--- src/rtl/kmst_pkg.sv ---
`timescale 1ns / 1ps
// ----------------------------------------------------------------------------
// kmst_pkg: shared types and microprogram for the spanning-forest edge filter
// Holds field widths, the sequencer step and control word types, and the
// read-only control store that drives the union-find datapath.
// ----------------------------------------------------------------------------
package kmst_pkg;

    localparam int DEF_MAX_VERTICES = 64;

    localparam int END_W       = 6;
    localparam int WEIGHT_W    = 32;
    localparam int COUNT_W     = 6;
    localparam int RANK_W      = 3;
    localparam int VCOUNT_W    = 7;

    localparam int S_TDATA_W   = 48;
    localparam int S_TUSER_W   = 1;
    localparam int M_TDATA_W   = 56;
    localparam int M_TUSER_W   = 2;

    localparam logic [VCOUNT_W-1:0] VCOUNT_RESET = 7'd64;
    localparam logic [COUNT_W-1:0]  TREE_MAX     = 6'd63;
    localparam logic [RANK_W-1:0]   RANK_MAX     = 3'd7;

    // Sequencer steps, one per control store entry.
    typedef enum logic [3:0] {
        ST_FETCH,
        ST_CHECK,
        ST_FIND_RD,
        ST_FIND_CHK,
        ST_COMP_CHK,
        ST_COMP_WR,
        ST_SIDE_END,
        ST_JOIN,
        ST_BUMP,
        ST_EMIT
    } step_t;

    // Datapath operation of one step.
    typedef enum logic [2:0] {
        OP_NONE,
        OP_FETCH,
        OP_FOLLOW,
        OP_COMPRESS,
        OP_NEXT_SIDE,
        OP_JOIN,
        OP_BUMP,
        OP_EMIT
    } op_t;

    // Jump condition of one step: hit takes hit_step, miss takes miss_step.
    typedef enum logic [2:0] {
        C_ALWAYS,
        C_ACCEPT,
        C_BAD,
        C_ROOT,
        C_AT_ROOT,
        C_SIDE_A,
        C_SAME,
        C_OUT_FREE
    } cond_t;

    typedef struct packed {
        op_t   op;
        cond_t cond;
        step_t hit_step;
        step_t miss_step;
    } ucode_t;

    // The microprogram. Each endpoint gets a root search that follows
    // parent links, then a second walk that points the path at the root.
    function automatic ucode_t ucode_rom(input step_t step);
        ucode_t w;
        case (step)
            ST_FETCH:    w = '{OP_FETCH,     C_ACCEPT,   ST_CHECK,    ST_FETCH};
            ST_CHECK:    w = '{OP_NONE,      C_BAD,      ST_EMIT,     ST_FIND_RD};
            ST_FIND_RD:  w = '{OP_NONE,      C_ALWAYS,   ST_FIND_CHK, ST_FIND_CHK};
            ST_FIND_CHK: w = '{OP_FOLLOW,    C_ROOT,     ST_COMP_CHK, ST_FIND_RD};
            ST_COMP_CHK: w = '{OP_NONE,      C_AT_ROOT,  ST_SIDE_END, ST_COMP_WR};
            ST_COMP_WR:  w = '{OP_COMPRESS,  C_ALWAYS,   ST_COMP_CHK, ST_COMP_CHK};
            ST_SIDE_END: w = '{OP_NEXT_SIDE, C_SIDE_A,   ST_FIND_RD,  ST_JOIN};
            ST_JOIN:     w = '{OP_JOIN,      C_SAME,     ST_EMIT,     ST_BUMP};
            ST_BUMP:     w = '{OP_BUMP,      C_ALWAYS,   ST_EMIT,     ST_EMIT};
            ST_EMIT:     w = '{OP_EMIT,      C_OUT_FREE, ST_FETCH,    ST_EMIT};
            default:     w = '{OP_NONE,      C_ALWAYS,   ST_FETCH,    ST_FETCH};
        endcase
        return w;
    endfunction

endpackage

--- src/rtl/kruskal_mst_edge_filter.sv ---
`timescale 1ns / 1ps
// ----------------------------------------------------------------------------
// kruskal_mst_edge_filter: union-find edge filter for spanning forests
// Microcoded sequencer over one node memory that decides, edge by edge,
// whether an edge joins the spanning forest of a weight-sorted edge stream.
// ----------------------------------------------------------------------------
// Usage:
// Edges enter on the s_ channel one word at a time, already sorted by weight.
// s_tuser[0] marks the first edge of a graph; it empties the forest and the
// tree edge count before that edge is handled. Each edge gives one result
// word on the m_ channel that echoes the edge, flags it as accepted or as
// having a bad endpoint, and carries the running tree edge count.
// The cfg_ channel writes the vertex count; write it only while no edge is
// in flight. A new count keeps the forest; only a first edge empties it.
// An edge with a bad endpoint skips the root searches. Otherwise each
// endpoint is walked to its root and its path is compressed: every hop is
// a registered read of the node memory, and every compressed node is a read
// followed by a write. An accepted edge also takes the rank update step.
// The result sits in an output register; the next edge is taken while it
// waits. If the receiver stalls with a result still pending, the sequencer
// holds at its last step until the register frees up.
// After reset the forest is empty (every vertex its own root, by per-entry
// valid bits), the count is zero and the vertex count is 64.
// ----------------------------------------------------------------------------
module kruskal_mst_edge_filter #(
    parameter int MAX_VERTICES = kmst_pkg::DEF_MAX_VERTICES
) (
    input  logic                            aclk,
    input  logic                            aresetn,

    input  logic                            cfg_valid,
    output logic                            cfg_ready,
    input  logic [kmst_pkg::VCOUNT_W-1:0]   cfg_data,   // vertex_count

    input  logic                            s_tvalid,
    output logic                            s_tready,
    // [5:0] end_a, [11:6] end_b, [43:12] edge_weight, [47:44] zero
    input  logic [kmst_pkg::S_TDATA_W-1:0]  s_tdata,
    // [0] first_edge
    input  logic [kmst_pkg::S_TUSER_W-1:0]  s_tuser,

    output logic                            m_tvalid,
    input  logic                            m_tready,
    // [5:0] out_a, [11:6] out_b, [43:12] out_weight, [49:44] tree_edges,
    // [55:50] zero
    output logic [kmst_pkg::M_TDATA_W-1:0]  m_tdata,
    // [0] accepted, [1] bad_vertex
    output logic [kmst_pkg::M_TUSER_W-1:0]  m_tuser
);
    import kmst_pkg::*;

    localparam int VW    = $clog2(MAX_VERTICES);
    localparam int NW    = VW + RANK_W;
    localparam int EXT_W = VW + END_W;
    localparam int PAD_W = M_TDATA_W - (2 * END_W + WEIGHT_W + COUNT_W);

    // Sequencer.
    step_t                  upc_reg, upc_next;
    ucode_t                 uword;
    logic                   cond_hit;

    // Configuration.
    logic [VCOUNT_W-1:0]    vcount_reg;

    // Edge registers.
    logic [END_W-1:0]       end_a_reg, end_b_reg;
    logic signed [WEIGHT_W-1:0] weight_reg;
    logic                   bad_reg, acc_reg;
    logic [COUNT_W-1:0]     tree_count_reg;

    // Union-find datapath.
    logic [VW-1:0]          a_idx, b_idx;
    logic [EXT_W-1:0]       a_ext, b_ext;
    logic [VW-1:0]          cur_reg;
    logic                   side_reg;
    logic [VW-1:0]          root_a_reg, root_b_reg;
    logic [RANK_W-1:0]      rank_a_reg, rank_b_reg;
    logic [VW-1:0]          side_root;

    // Node memory: {rank, parent} per vertex, plus one valid flop each.
    logic [NW-1:0]          node_mem [MAX_VERTICES];
    logic [MAX_VERTICES-1:0] valid_reg;
    logic [NW-1:0]          rd_word_reg;
    logic                   rd_valid_reg;
    logic [VW-1:0]          eff_parent;
    logic [RANK_W-1:0]      eff_rank;
    logic                   mem_we;
    logic [VW-1:0]          mem_addr;
    logic [NW-1:0]          mem_wdata;

    // Output register.
    logic                   m_tvalid_reg;
    logic [M_TDATA_W-1:0]   m_tdata_reg;
    logic [M_TUSER_W-1:0]   m_tuser_reg;
    logic                   out_free;

    logic                   in_fire;
    logic                   in_bad;
    logic                   clear_fire;

    assign cfg_ready = 1'b1;
    assign s_tready  = (upc_reg == ST_FETCH);
    assign in_fire   = s_tvalid && s_tready;
    assign clear_fire = in_fire && s_tuser[0];
    assign out_free  = !m_tvalid_reg || m_tready;

    assign m_tvalid = m_tvalid_reg;
    assign m_tdata  = m_tdata_reg;
    assign m_tuser  = m_tuser_reg;

    // An endpoint is bad at or above the vertex count, which is capped at
    // the memory depth.
    assign in_bad = (32'(s_tdata[END_W-1:0]) >= 32'(vcount_reg))
                 || (32'(s_tdata[END_W-1:0]) >= 32'(MAX_VERTICES))
                 || (32'(s_tdata[2*END_W-1:END_W]) >= 32'(vcount_reg))
                 || (32'(s_tdata[2*END_W-1:END_W]) >= 32'(MAX_VERTICES));

    // Endpoint to memory index; only used when the endpoint is in range.
    assign a_ext = EXT_W'(end_a_reg);
    assign b_ext = EXT_W'(end_b_reg);
    assign a_idx = a_ext[VW-1:0];
    assign b_idx = b_ext[VW-1:0];

    // An entry never written since the last clear is its own root, rank 0.
    assign eff_parent = rd_valid_reg ? rd_word_reg[VW-1:0] : cur_reg;
    assign eff_rank   = rd_valid_reg ? rd_word_reg[NW-1:VW] : '0;
    assign side_root  = side_reg ? root_b_reg : root_a_reg;

    // Control store lookup and jump decision.
    always_comb begin
        uword = ucode_rom(upc_reg);
        case (uword.cond)
            C_ALWAYS:   cond_hit = 1'b1;
            C_ACCEPT:   cond_hit = in_fire;
            C_BAD:      cond_hit = bad_reg;
            C_ROOT:     cond_hit = (eff_parent == cur_reg);
            C_AT_ROOT:  cond_hit = (cur_reg == side_root);
            C_SIDE_A:   cond_hit = !side_reg;
            C_SAME:     cond_hit = (root_a_reg == root_b_reg);
            C_OUT_FREE: cond_hit = out_free;
            default:    cond_hit = 1'b1;
        endcase
        upc_next = cond_hit ? uword.hit_step : uword.miss_step;
    end

    always_ff @(posedge aclk) begin
        if (!aresetn) begin
            upc_reg <= ST_FETCH;
        end else begin
            upc_reg <= upc_next;
        end
    end

    // Memory write port: path compression and the two halves of a union.
    always_comb begin
        mem_we    = 1'b0;
        mem_addr  = cur_reg;
        mem_wdata = {RANK_W'(0), side_root};
        case (uword.op)
            OP_COMPRESS: begin
                mem_we    = 1'b1;
                mem_addr  = cur_reg;
                mem_wdata = {RANK_W'(0), side_root};
            end
            OP_JOIN: begin
                mem_we = (root_a_reg != root_b_reg);
                if (rank_a_reg < rank_b_reg) begin
                    mem_addr  = root_a_reg;
                    mem_wdata = {rank_a_reg, root_b_reg};
                end else begin
                    mem_addr  = root_b_reg;
                    mem_wdata = {rank_b_reg, root_a_reg};
                end
            end
            OP_BUMP: begin
                mem_we    = (rank_a_reg == rank_b_reg) && (rank_a_reg != RANK_MAX);
                mem_addr  = root_a_reg;
                mem_wdata = {rank_a_reg + RANK_W'(1), root_a_reg};
            end
            default: begin
                mem_we = 1'b0;
            end
        endcase
    end

    always_ff @(posedge aclk) begin
        if (mem_we) begin
            node_mem[mem_addr] <= mem_wdata;
        end
        rd_word_reg <= node_mem[cur_reg];
    end

    always_ff @(posedge aclk) begin
        if (!aresetn) begin
            valid_reg    <= '0;
            rd_valid_reg <= 1'b0;
        end else begin
            rd_valid_reg <= valid_reg[cur_reg];
            if (clear_fire) begin
                valid_reg <= '0;
            end else if (mem_we) begin
                valid_reg[mem_addr] <= 1'b1;
            end
        end
    end

    // Control state: configuration, tree count, output valid.
    always_ff @(posedge aclk) begin
        if (!aresetn) begin
            vcount_reg     <= VCOUNT_RESET;
            tree_count_reg <= '0;
            m_tvalid_reg   <= 1'b0;
        end else begin
            if (cfg_valid && cfg_ready) begin
                vcount_reg <= cfg_data;
            end
            if (clear_fire) begin
                tree_count_reg <= '0;
            end else if (uword.op == OP_JOIN && root_a_reg != root_b_reg
                         && tree_count_reg != TREE_MAX) begin
                tree_count_reg <= tree_count_reg + COUNT_W'(1);
            end
            if (uword.op == OP_EMIT && out_free) begin
                m_tvalid_reg <= 1'b1;
            end else if (m_tready) begin
                m_tvalid_reg <= 1'b0;
            end
        end
    end

    // Datapath registers.
    always_ff @(posedge aclk) begin
        case (uword.op)
            OP_FETCH: begin
                if (in_fire) begin
                    end_a_reg  <= s_tdata[END_W-1:0];
                    end_b_reg  <= s_tdata[2*END_W-1:END_W];
                    weight_reg <= s_tdata[2*END_W+WEIGHT_W-1:2*END_W];
                    bad_reg    <= in_bad;
                    acc_reg    <= 1'b0;
                    side_reg   <= 1'b0;
                end
            end
            OP_FOLLOW: begin
                if (eff_parent == cur_reg) begin
                    if (side_reg) begin
                        root_b_reg <= cur_reg;
                        rank_b_reg <= eff_rank;
                        cur_reg    <= b_idx;
                    end else begin
                        root_a_reg <= cur_reg;
                        rank_a_reg <= eff_rank;
                        cur_reg    <= a_idx;
                    end
                end else begin
                    cur_reg <= eff_parent;
                end
            end
            OP_COMPRESS: begin
                cur_reg <= eff_parent;
            end
            OP_NEXT_SIDE: begin
                if (!side_reg) begin
                    side_reg <= 1'b1;
                    cur_reg  <= b_idx;
                end
            end
            OP_JOIN: begin
                acc_reg <= (root_a_reg != root_b_reg);
            end
            OP_EMIT: begin
                if (out_free) begin
                    m_tdata_reg <= {PAD_W'(0), tree_count_reg, weight_reg,
                                    end_b_reg, end_a_reg};
                    m_tuser_reg <= {bad_reg, acc_reg};
                end
            end
            default: begin
            end
        endcase
        // The root search of side A starts from end_a, loaded in the check step
        // after fetch since the index comes from the captured endpoint.
        if (uword.op == OP_NONE && upc_reg == ST_CHECK) begin
            cur_reg <= a_idx;
        end
    end

`ifndef SYNTHESIS
    // A first edge empties the tree count.
    a_clear_count: assert property (@(posedge aclk) disable iff (!aresetn)
        clear_fire |=> tree_count_reg == '0)
        else $error("tree count not cleared by first edge");

    // Between clears the tree count never goes down.
    a_count_mono: assert property (@(posedge aclk) disable iff (!aresetn)
        $past(aresetn) && !$past(clear_fire)
        |-> tree_count_reg >= $past(tree_count_reg))
        else $error("tree count went down without a clear");

    // An edge is never both accepted and bad.
    a_acc_bad: assert property (@(posedge aclk) disable iff (!aresetn)
        m_tvalid_reg |-> !(m_tuser_reg[0] && m_tuser_reg[1]))
        else $error("result both accepted and bad");

    // An accepted edge always shows at least one tree edge.
    a_acc_count: assert property (@(posedge aclk) disable iff (!aresetn)
        m_tvalid_reg && m_tuser_reg[0]
        |-> m_tdata_reg[2*END_W+WEIGHT_W+COUNT_W-1:2*END_W+WEIGHT_W] != '0)
        else $error("accepted edge with zero tree count");

    // Memory is never written while an edge is being fetched.
    a_no_fetch_write: assert property (@(posedge aclk) disable iff (!aresetn)
        upc_reg == ST_FETCH |-> !mem_we)
        else $error("node memory written during fetch");
`endif

endmodule
--- config.mk ---
export PLATFORM = sky130hd
export DESIGN_NAME = kruskal_mst_edge_filter
export DESIGN_NICKNAME = d
export VERILOG_FILES = /design/src/rtl/kmst_pkg.sv /design/src/rtl/kruskal_mst_edge_filter.sv
export SDC_FILE = /design/constraint.sdc
export NUM_CORES = 1
export LEC_CHECK = 0
export ABC_AREA = 1
export BUFFER_PORTS_ARGS = -buffer_cell sky130_fd_sc_hd__buf_2
export CORE_ASPECT_RATIO = 0.5
export CORE_MARGIN = 2
export CORE_UTILIZATION = 50
export CTS_CLUSTER_DIAMETER = 150
export DETAILED_ROUTE_END_ITERATION = 6
export PLACE_DENSITY = 0.67
export SETUP_SLACK_MARGIN = 0.15
export SLEW_MARGIN = 20
export SYNTH_ARGS = -nofsm -noshare
export SYNTH_HDL_FRONTEND = slang
export SYNTH_SLANG_ARGS = --single-unit
--- constraint.sdc ---
create_clock -name aclk -period 9.6 [get_ports aclk]
set_input_delay 0.48 -clock aclk [delete_from_list [all_inputs] [get_ports aclk]]
set_output_delay 0.48 -clock aclk [all_outputs]
set_load 0.02 [all_outputs]
=== Yosys cells after proc, flatten, opt, wreduce, memory -nomap -nowiden ===
Memory sizes are Yosys's and may differ from the RTL's. A register that Yosys moved wholly into a read port is not among the register bits.
Index checks and enable logic that the tools add are counted.

* RAM bits: 576
* Memories: 2
* Output and inout port bits: 61
* Logic and storage cells: 110
* Memory bits (read-only): 224
* Register bits: 206

* Bitwise logic cells: 3
* Reduce and logical (&&, ||, !) cells: 27
* Equal/unequal tests: 24
* Add/sub/neg operators: 2
* Multiplexer cells: 27
* Order comparisons: 6

{| class="wikitable"
|+ Memory list
! memory !! depth !! bits a word !! read ports !! clocked after Yosys merged registers in !! wr ports !! RTL line !! text
|-
| node_mem || 64 || 9 || 1 || 1 || 1 || kruskal_mst_edge_filter.sv:81 || <nowiki>logic [NW-1:0] node_mem [MAX_VERTICES];</nowiki>
|-
| (no name shown) || 16 || 14 || 1 || 1 || 0 || kmst_pkg.sv:75 || <nowiki>case (step)</nowiki>
|}

{| class="wikitable"
|+ Operators by type and width
! cell !! count
|-
| 64-bit bitwise OR || 1
|-
| 6-bit 2-to-1 mux || 7
|-
| 3-bit == test, second input constant || 8
|-
| 6-bit == test || 3
|-
| 6-bit case mux with 3 select lines || 1
|-
| 9-bit case mux with 2 select lines || 1
|-
| 6-bit by 7-bit greater-or-equal comparator with 1-bit output || 2
|-
| 6-bit by 7-bit < comparator with 1-bit output, second input constant || 2
|-
| 3-bit by 2-bit == test with 1-bit output, second input constant || 4
|-
| 6-bit case mux with 2 select lines || 1
|-
| 2-bit AND reduction || 5
|-
| 9-bit 2-to-1 mux || 1
|-
| 1-bit logical AND || 8
|-
| 4-bit 2-to-1 mux || 2
|-
| 1-bit case mux with 8 select lines || 1
|-
| 1-bit 2-to-1 mux || 7
|-
| 6-bit by 1-bit adder with 6-bit output, second input constant || 1
|-
| 1-bit binary-select mux with 6-bit select || 1
|-
| 1-bit demux with 6-bit select || 1
|-
| 3-bit by 1-bit == test with 1-bit output, second input constant || 2
|-
| 6-bit by 1-bit greater-or-equal comparator with 1-bit output, second input constant || 1
|-
| 3-bit logical NOT || 2
|-
| 3-bit != test, second input constant || 2
|-
| 6-bit != test || 1
|-
| other kinds (17) || 24
|}

=== Logic depth before layout (Yosys ltp) ===
Gate-level depths: netlist (run 1).

* Word-level depth: 8
* Mapped depth: 21
* Depth with buffers taken out: 20

=== Worst setup path before layout (run 1) ===
Ideal clock, no wire load.

* Kind: register to register
* Start: reg uword[13] (netlist name)
* End: reg m_tdata_reg[0], in the netlist m_tdata[0], enable pin
* Path slack: 3319 ps
* Arrival: 5687 ps
* Data required time: 9006 ps
* Stages on the path, launching flop included: 3
* Clock period less this slack: 6281 ps
* Setup time: 594 ps
* Cell sequence: dfxtp_1 > inv_2 > nor4_1

* Longest elaborated chain between the ends: 2

{| class="wikitable"
|+ RTL lines
! element !! RTL line !! text
|-
| 3-bit == test || kruskal_mst_edge_filter.sv:233 || <nowiki>case (uword.op)</nowiki>
|-
| 2-bit AND reduction (no line) || -- ||
|-
| end signal, assigned || kruskal_mst_edge_filter.sv:273 || <nowiki>m_tdata_reg <= {PAD_W'(0), tree_count_reg, weight_reg,</nowiki>
|-
| end, declared || kruskal_mst_edge_filter.sv:93 || <nowiki>logic [M_TDATA_W-1:0] m_tdata_reg;</nowiki>
|}

No other way between the ends.
A chain may end at the register's enable or synchronous reset.

==> metrics.log, run 1 <==
INFO  metric run_status = complete, no violations
INFO  metric share_clk_of_total_power = 0.253
INFO  metric worstPathCellList = buf_12 > buf_4 > buf_4 > o21ai_0 > o22ai_1 > o21ai_0 > o221ai_1 > nand3_1 > nand2_1
INFO  metric area_growth_syn_to_layout = 10.8%
INFO  metric sequential_area = 23100 um^2
INFO  metric die-area = 67000 um^2
INFO  metric diodes = 0
INFO  metric final_period_minus_worst_setup_slack = 4220 ps
INFO  metric timing.final.hold_violations = 0
INFO  metric cts_sinks = 805
INFO  metric synth.largest_area_cell = edfxtp_1
INFO  metric post_cts.repair.setup_buffers = 0
INFO  metric max_slew.worst_pin.slew = 1020 ps
INFO  metric multi_input_comb_area = 8130 um^2
INFO  metric ioPinCount = 122
INFO  metric critical_path.endpoint_type = flop
INFO  metric critical_path_class = reg -> reg
INFO  metric proportion_of_layout_cells_with_a_drive_suffix_above_1 = 0.107
INFO  metric yosys.cell_types.count = 48
INFO  metric final_min_period_over_clock_period = 0.440
INFO  metric synth_async_sr_flop_share = 0
INFO  metric largest_reg_flops = 576
INFO  metric floorplan.die.height = 184 um
INFO  metric place_congestion = 0.850
INFO  metric via_count_of_the_first_global_routing_pass = 20.1k
INFO  metric synth.avg_cell_area = 11.7 um^2
INFO  metric global_route.overflow_total = 0
INFO  metric starting_density_of_the_core = 0.510
INFO  metric grt_start_max_net_pins = 188
INFO  metric grt_pass1_wl = 120 mm
INFO  metric clk_pin_slew_worst_paths = 70 ps
INFO  metric cts_resized = 0
INFO  metric buffer_ports.inserted = 110
INFO  metric post_synthesis_instance_area = 32400 um^2
INFO  metric worst_hold_path_class = in -> reg
INFO  metric grt_antenna_before_repair = 1
INFO  metric dr_total_vias = 21.8k
INFO  metric critical_path_peak_fanout = 187
INFO  metric finalClockSkew = 24.1 ps
INFO  metric synth.cells.most_frequent = edfxtp_1 (699), nor2_1 (545), o21ai_0 (437), nand2_1 (221), o22ai_1 (158)
INFO  metric unrepaired_setup_endpoints_after_global_routing = no
INFO  metric arrival_time_worst_endpoint = 4750 ps
INFO  metric synth-warning-count = 0
INFO  metric synth_most_common_cell = edfxtp_1
INFO  metric max-cap-violations = 0
INFO  metric p_comb_frac = 0.342
INFO  metric clock-root-buffer = clkbuf_16
INFO  metric total_wirelength = 80.8 mm
INFO  metric drt_iter0_drc = 2582
INFO  metric placement_rows = 65
INFO  metric worst_path_dominant_cell_family = buffers and inverters
INFO  metric die-width = 364 um
INFO  metric slew-limit-headroom = 0.319
INFO  metric postLayoutCoreUtil = 0.565
INFO  metric final_antenna_net_count = 0
INFO  metric synth.top_cell.area_share = 0.647
INFO  metric dpl_wire_length = 46.1 mm
INFO  metric report.power.total = 0.0107 W
INFO  metric finalMaxSlewViolations = 0
INFO  metric tritoncts = done
INFO  metric coreArea = 63600 um^2
INFO  metric firstDrtPassIters = 6
INFO  metric detail_route.wl_per_cell = 21.5 um
INFO  metric fill_count = 5163
INFO  metric irDropWorstVdd = 0.220 mV
INFO  metric critical_path.max_stage_delay = 700 ps
INFO  metric crit_slowest_cell = buf_4
INFO  metric post_synth_inst_count = 2769
INFO  metric setup_ws = 5380 ps
INFO  metric detailedPlace.worstSlack = 5530 ps
INFO  metric switching_part_of_the_total = 0.382
INFO  metric yosys-top-cells-area = edfxtp_1 (65%), o21ai_0 (6.7%), dfxtp_1 (6.5%)
INFO  metric post_cts_hold_buffer_count = 0
INFO  metric pwr-share-seq = 0.406
INFO  metric cts-buffers-inserted = 71
INFO  metric yosysSeqAreaShare = 0.713
INFO  metric cts.path.max_buffers = 3
INFO  metric final_cell_count_no_fill = 3752
INFO  metric power.density = 297 nW/um^2
INFO  metric insertion_delay = 610 ps
INFO  metric synth-seq-cells = 805
INFO  metric timing.final.setup_violations = 0
INFO  metric routed_via_density = 5.82
INFO  metric synth_edf_count = 699
INFO  metric grt.total_usage = 0.238
INFO  metric drcViolationCount = 0
INFO  metric finalSetupTns = 0 ps
INFO  metric intPower = 0.00659 W
INFO  metric static_leakage = 12.6 nW
INFO  metric synth_flop_cell = edfxtp_1
INFO  metric max_freq = 0.237 GHz
INFO  metric placed_instances = 3625
INFO  metric net_total_in_the_final_layout = 2911
INFO  metric htree_levels = 3
INFO  metric timing.critical_path.from_type = flop
INFO  metric worstPathBufferInverterCount = 3
INFO  metric switching_power = 0.00407 W
INFO  metric critPathRequiredTime = 10130 ps
metrics by stage:
| stage | hold WS (ps) | instance area (um^2) |
|---|---|---|
| floorplan | 400 | 32400 |
| global placement | 401 | 33800 |
| detailed placement | 405 | 33800 |
| CTS | 44.3 | 35900 |
| global route | 46.3 | 35900 |
| finish | 56.4 | 35900 |
final cells by class:
cell class / count / area share
well taps: 871 / 0.0303
clock buffers: 97 / 0.0554
repair buffers: 141 / 0.0227
multi-input cells: 1641 / 0.226
inverters: 167 / 0.0177
clock inverters: 30 / 0.00449
flip-flops and latches: 805 / 0.643
power groups by stage:
stage | clock network [W] | registers [W] | logic (W)
2_1_floorplan | 0 | 0.00439 | 0.00233
3_3_place_gp | 0 | 0.00439 | 0.00349
3_5_place_dp | 0 | 0.00439 | 0.00355
4_1_cts | 0.00272 | 0.00432 | 0.00358
5_1_grt | 0.00286 | 0.00433 | 0.00397
6_report | 0.00269 | 0.00432 | 0.00365
worst paths after layout:
kind,from,endpoint,slack (ps),cells past startpoint
worst max-delay path,cur_reg[0],rd_word_reg[0],5380,9
worst min register to register,weight_reg[20],m_tdata[32],420,0
worst min-delay path,s_tdata[31],weight_reg[19],60,1
worst max register to register,cur_reg[0],rd_word_reg[0],5380,9
cell families after synthesis:
group	Yosys count	share of synthesized area
flops	805	0.713
simple gates	887	0.114
buf+inv	328	0.0398
other cells	2	0.000232
compound gates	724	0.125
fa+ha+maj	23	0.00887
metal layers:
metal,GRT usage,vias up,routed length [um]
li1,-,9998,-
met1,0.340,10642,35100
met2,0.363,1067,35700
met3,0.0589,122,8100
met4,0.0668,2,1870
met5,0,-,11
layout by cell type, fill, tap and decap left out, drive strengths merged, types with 3 or more instances in the layout:
cell type / netlist / layout
o211ai: 17 / 17
dfxtp: 106 / 106
a21oi: 55 / 55
clkbuf: 129 / 97
o22ai: 158 / 158
nand3: 76 / 76
o311ai: 4 / 4
nor3: 15 / 15
nand2: 225 / 225
ha: 23 / 23
edfxtp: 699 / 699
o21ai: 446 / 446
conb: 2 / 7
nand3b: 3 / 3
clkinv: 1 / 27
o21a: 5 / 5
nor2: 561 / 561
inv: 166 / 168
buf: 32 / 141
o221ai: 29 / 29
worst register-to-register path: stages (launching register included):
cell and delay (ps):
edfxtp_1 380, buf_12 490, buf_4 1010, buf_4 730, o21ai_0 200, o22ai_1 270
o21ai_0 140, o221ai_1 450, nand3_1 340, nand2_1 140
Note: power is estimated with default switching activity, not from simulation.
==> run 2: changes to the inputs <==
--- a/config.mk
+++ b/config.mk
@@ -12,7 +12,7 @@
 export CORE_UTILIZATION = 50
 export CTS_CLUSTER_DIAMETER = 150
 export DETAILED_ROUTE_END_ITERATION = 6
-export PLACE_DENSITY = 0.67
+export PLACE_DENSITY = 0.69
 export SETUP_SLACK_MARGIN = 0.15
 export SLEW_MARGIN = 20
 export SYNTH_ARGS = -nofsm -noshare
==> constraint.sdc (replaced) <==
create_clock -name aclk -period 3.8 [get_ports aclk]
set_input_delay 0.19 -clock aclk [delete_from_list [all_inputs] [get_ports aclk]]
set_output_delay 0.19 -clock aclk [all_outputs]
set_load 0.02 [all_outputs]
==> run 2 against run 1 <==
- total power grew to 2.6 times the previous value
- highest routed layer is now met4
- sequential share of layout area is 2.1 points lower
- clock-buffer cell count is 6 higher
- final cell count is 2.8% higher
- non-clock buffer count is 102 higher
- largest power group unchanged
- via count is 2.6% higher
- sequential cell count stayed put
- clock power grew to 2.7 times the previous value
- combinational power grew to 2.6 times the previous value
- die area stayed put
==> metrics.log, run 2 (synthesis gave the netlist of run 1 again) <==
INFO  metric run_status = complete, no violations (unchanged)
INFO  metric total_wirelength = 82.9 mm (was 80.8 mm)
INFO  metric proportion_of_layout_cells_with_a_drive_suffix_above_1 = 0.117 (was 0.107)
INFO  metric firstDrtPassIters = 5 (was 6)
INFO  metric slew-limit-headroom = 0.321 (was 0.319)
INFO  metric r2r_setup_slack = 330 ps (was 5380 ps)
INFO  metric critPathRequiredTime = 4040 ps (was 10130 ps)
INFO  metric finalSetupTns = 0 ps (unchanged)
INFO  metric max_freq = 0.288 GHz (was 0.237 GHz)
INFO  metric finalMaxSlewViolations = 0 (unchanged)
INFO  metric placed_area = 34300 um^2 (was 33800 um^2)
INFO  metric worstPathCellList = ha_1 > nand2_1 > o21ai_4 > buf_4 > nand2_1 > nand3_1 > inv_1 > nor2_1 > nand2_1 > nor2_2 > nand2_1 > inv_1 (was buf_12 > buf_4 > buf_4 > o21ai_0 > o22ai_1 > o21ai_0 > o221ai_1 > nand3_1 > nand2_1)
INFO  metric switching_power = 0.0104 W (was 0.00407 W)
INFO  metric switching_part_of_the_total = 0.376 (was 0.382)
INFO  metric dpl_wire_length = 48.2 mm (was 46.1 mm)
INFO  metric grtUsageMet2 = 0.393 (was 0.363)
INFO  metric timing.final.setup_violations = 0 (unchanged)
INFO  metric placed_instances = 3666 (was 3625)
INFO  metric reg2reg_to = node_mem[28][7] (was rd_word_reg[0])
INFO  metric clk_pin_slew_worst_paths = 60 ps (was 70 ps)
INFO  metric final_antenna_net_count = 0 (unchanged)
INFO  metric place_congestion = 0.876 (was 0.850)
INFO  metric reg2reg_depth = 12 (was 9)
INFO  metric max_slew.worst_pin.slew = 1010 ps (was 1020 ps)
INFO  metric grt.total_usage = 0.245 (was 0.238)
INFO  metric critical_path_peak_fanout = 18 (was 187)
INFO  metric global_route.overflow_total = 0 (unchanged)
INFO  metric share_clk_of_total_power = 0.259 (was 0.253)
INFO  metric crit_slowest_cell = edfxtp_1 (was buf_4)
INFO  metric die-area = 67000 um^2 (unchanged)
INFO  metric drt_iter0_drc = 2956 (was 2582)
INFO  metric report.power.total = 0.0277 W (was 0.0107 W)
INFO  metric post_cts.repair.setup_buffers = 0 (unchanged)
INFO  metric die-width = 364 um (unchanged)
INFO  metric grt_antenna_before_repair = 1 (unchanged)
INFO  metric routed_via_density = 5.81 (was 5.82)
INFO  metric critical_path.endpoint_type = flop (unchanged)
INFO  metric final_min_period_over_clock_period = 0.913 (was 0.440)
INFO  metric critical_path_class = reg -> reg (unchanged)
INFO  metric floorplan.die.height = 184 um (unchanged)
INFO  metric grt_start_max_net_pins = 133 (was 188)
INFO  metric clock-root-buffer = clkbuf_16 (unchanged)
INFO  metric placement_rows = 65 (unchanged)
INFO  metric timing.critical_path.from_type = flop (unchanged)
INFO  metric grt.busiest_layer = met2 (unchanged)
INFO  metric timing.final.hold_violations = 0 (unchanged)
INFO  metric reg2reg_from = rank_a_reg[2] (was cur_reg[0])
INFO  metric final_cell_count_no_fill = 3857 (was 3752)
INFO  metric global_route.usage.met1 = 0.342 (was 0.340)
INFO  metric htree_levels = 3 (unchanged)
INFO  metric largest_reg_flops = 576 (unchanged)
INFO  metric critical_path.max_stage_delay = 440 ps (was 700 ps)
INFO  metric net_total_in_the_final_layout = 3013 (was 2911)
INFO  metric cpMostUsedCell = nand2_1
INFO  metric hold_slack = 50.4 ps (was 56.4 ps)
INFO  metric ioPinCount = 122 (unchanged)
INFO  metric p_comb_frac = 0.347 (was 0.342)
INFO  metric groute.layer.met3.usage = 0.0521 (was 0.0589)
INFO  metric static_leakage = 13.2 nW (was 12.6 nW)
INFO  metric dr_total_vias = 22.4k (was 21.8k)
INFO  metric finalClockSkew = 25.1 ps (was 24.1 ps)
INFO  metric fill_count = 4952 (was 5163)
INFO  metric tritoncts = done (unchanged)
INFO  metric worst_path_dominant_cell_family = simple AND/OR/NAND/NOR gates (was buffers and inverters)
INFO  metric worst_hold_path_class = in -> reg (unchanged)
INFO  metric commonest_cells_after_routing_fill_and_taps_aside = edfxtp_1 (699), nor2_1 (545), o21ai_0 (435), nand2_1 (221), o22ai_1 (157) (unchanged)
INFO  metric timing.hold.worst.start = s_tuser (was s_tdata[31])
INFO  metric intPower = 0.0173 W (was 0.00659 W)
INFO  metric irDropWorstVdd = 0.415 mV (was 0.220 mV)
INFO  metric arrival_time_worst_endpoint = 3710 ps (was 4750 ps)
INFO  metric drcViolationCount = 0 (unchanged)
INFO  metric cts_sinks = 805 (unchanged)
INFO  metric pwr-share-seq = 0.394 (was 0.406)
INFO  metric area_growth_syn_to_layout = 14.6% (was 10.8%)
INFO  metric starting_density_of_the_core = 0.510 (unchanged)
INFO  metric final_area = 37200 um^2 (was 35900 um^2)
INFO  metric diodes = 0 (unchanged)
INFO  metric final_period_minus_worst_setup_slack = 3470 ps (was 4220 ps)
INFO  metric power.density = 745 nW/um^2 (was 297 nW/um^2)
INFO  metric unrepaired_setup_endpoints_after_global_routing = no (unchanged)
INFO  metric coreArea = 63600 um^2 (unchanged)
INFO  metric cts.path.max_buffers = 3 (unchanged)
INFO  metric grt_pass1_wl = 124 mm (was 120 mm)
INFO  metric max-cap-violations = 0 (unchanged)
INFO  metric final_common_cell = edfxtp_1 (unchanged)
INFO  metric hold_path_depth = 4 (was 1)
INFO  metric detail_route.wl_per_cell = 21.5 um (about the same)
INFO  metric insertion_delay = 610 ps (about the same)
INFO  metric via_count_of_the_first_global_routing_pass = 21.0k (was 20.1k)
INFO  metric worstPathBufferInverterCount = 3 (unchanged)
INFO  metric end_point_of_the_most_critical_hold_path = tree_count_reg[4] (was weight_reg[19])
INFO  metric cts-buffers-inserted = 71 (unchanged)
INFO  metric buffer_ports.inserted = 110 (unchanged)
-- run 2: changes by cell type in the layout (fill, tap and decap cells not counted), sizes merged --
cell | previous run | this run
dlygate4sd3 | 0 | 61
clkinvlp | 2 | 1
inv | 168 | 169
bufinv | 0 | 4
clkinv | 27 | 20
clkbuf | 97 | 103
buf | 141 | 182
-- run 2: final cells by class --
type | count | area, um^2 | share of cell area
multi-input combinational | 1641 | 8150 | 0.219
tap | 871 | 1090 | 0.0293
clock inverter | 27 | 251 | 0.00677
inverter | 167 | 637 | 0.0171
sequential | 805 | 23100 | 0.622
timing repair buffer | 243 | 1890 | 0.0508
clock buffer | 103 | 2040 | 0.0549
-- run 2: power groups by stage --
stage	registers, W	clock network, W	logic [W]
final	0.0109	0.00717	0.00962
after global routing	0.0109	0.00757	0.0104
after CTS	0.0109	0.00723	0.00943
after detailed placement	0.0111	0	0.00933
after global placement	0.0111	0	0.00916
after floorplan	0.0111	0	0.00590
-- run 2: routing by layer --
layer / vias to the layer above / wire [um]
met5: - / 0
met4: 0 / 1820
met3: 161 / 8230
met2: 1200 / 38300
met1: 10831 / 34500
li1: 10208 / -
-- run 2: how the worst max path moves through the flow --
stage	slack, ps	startpoint	endpoint	cells past startpoint
after CTS	290	rank_a_reg[2]	node_mem[28][6]	12
final	330	rank_a_reg[2]	node_mem[28][7]	12
after detailed placement	280	rank_a_reg[2]	node_mem[28][6]	12
after global routing	160	rank_a_reg[2]	node_mem[28][7]	12
after floorplan	230	upc_reg[3]	acc_reg	8
after global placement	390	rank_a_reg[2]	node_mem[31][0]	12
-- run 2: what timing repair did --
action	4_1_cts	5_1_grt
hold buffers	61	0
gates resized for setup	0	1
hold endpoints to repair	53	0
setup endpoints to repair	0	314
-- run 2: worst min-delay path: cells and delay by family --
family,cells,cell delay (ps)
AOI/OAI and AO/OA,2,230
and+or+nand+nor,1,100
buffers and inverters,1,80
-- run 2: per-stage QoR --
stage | worst slack [ps] | util
3_3_place_gp | 387 | 0.539
4_1_cts | 294 | 0.584
6_report | 329 | 0.584
3_5_place_dp | 283 | 0.539
5_1_grt | 157 | 0.584
2_1_floorplan | 235 | -
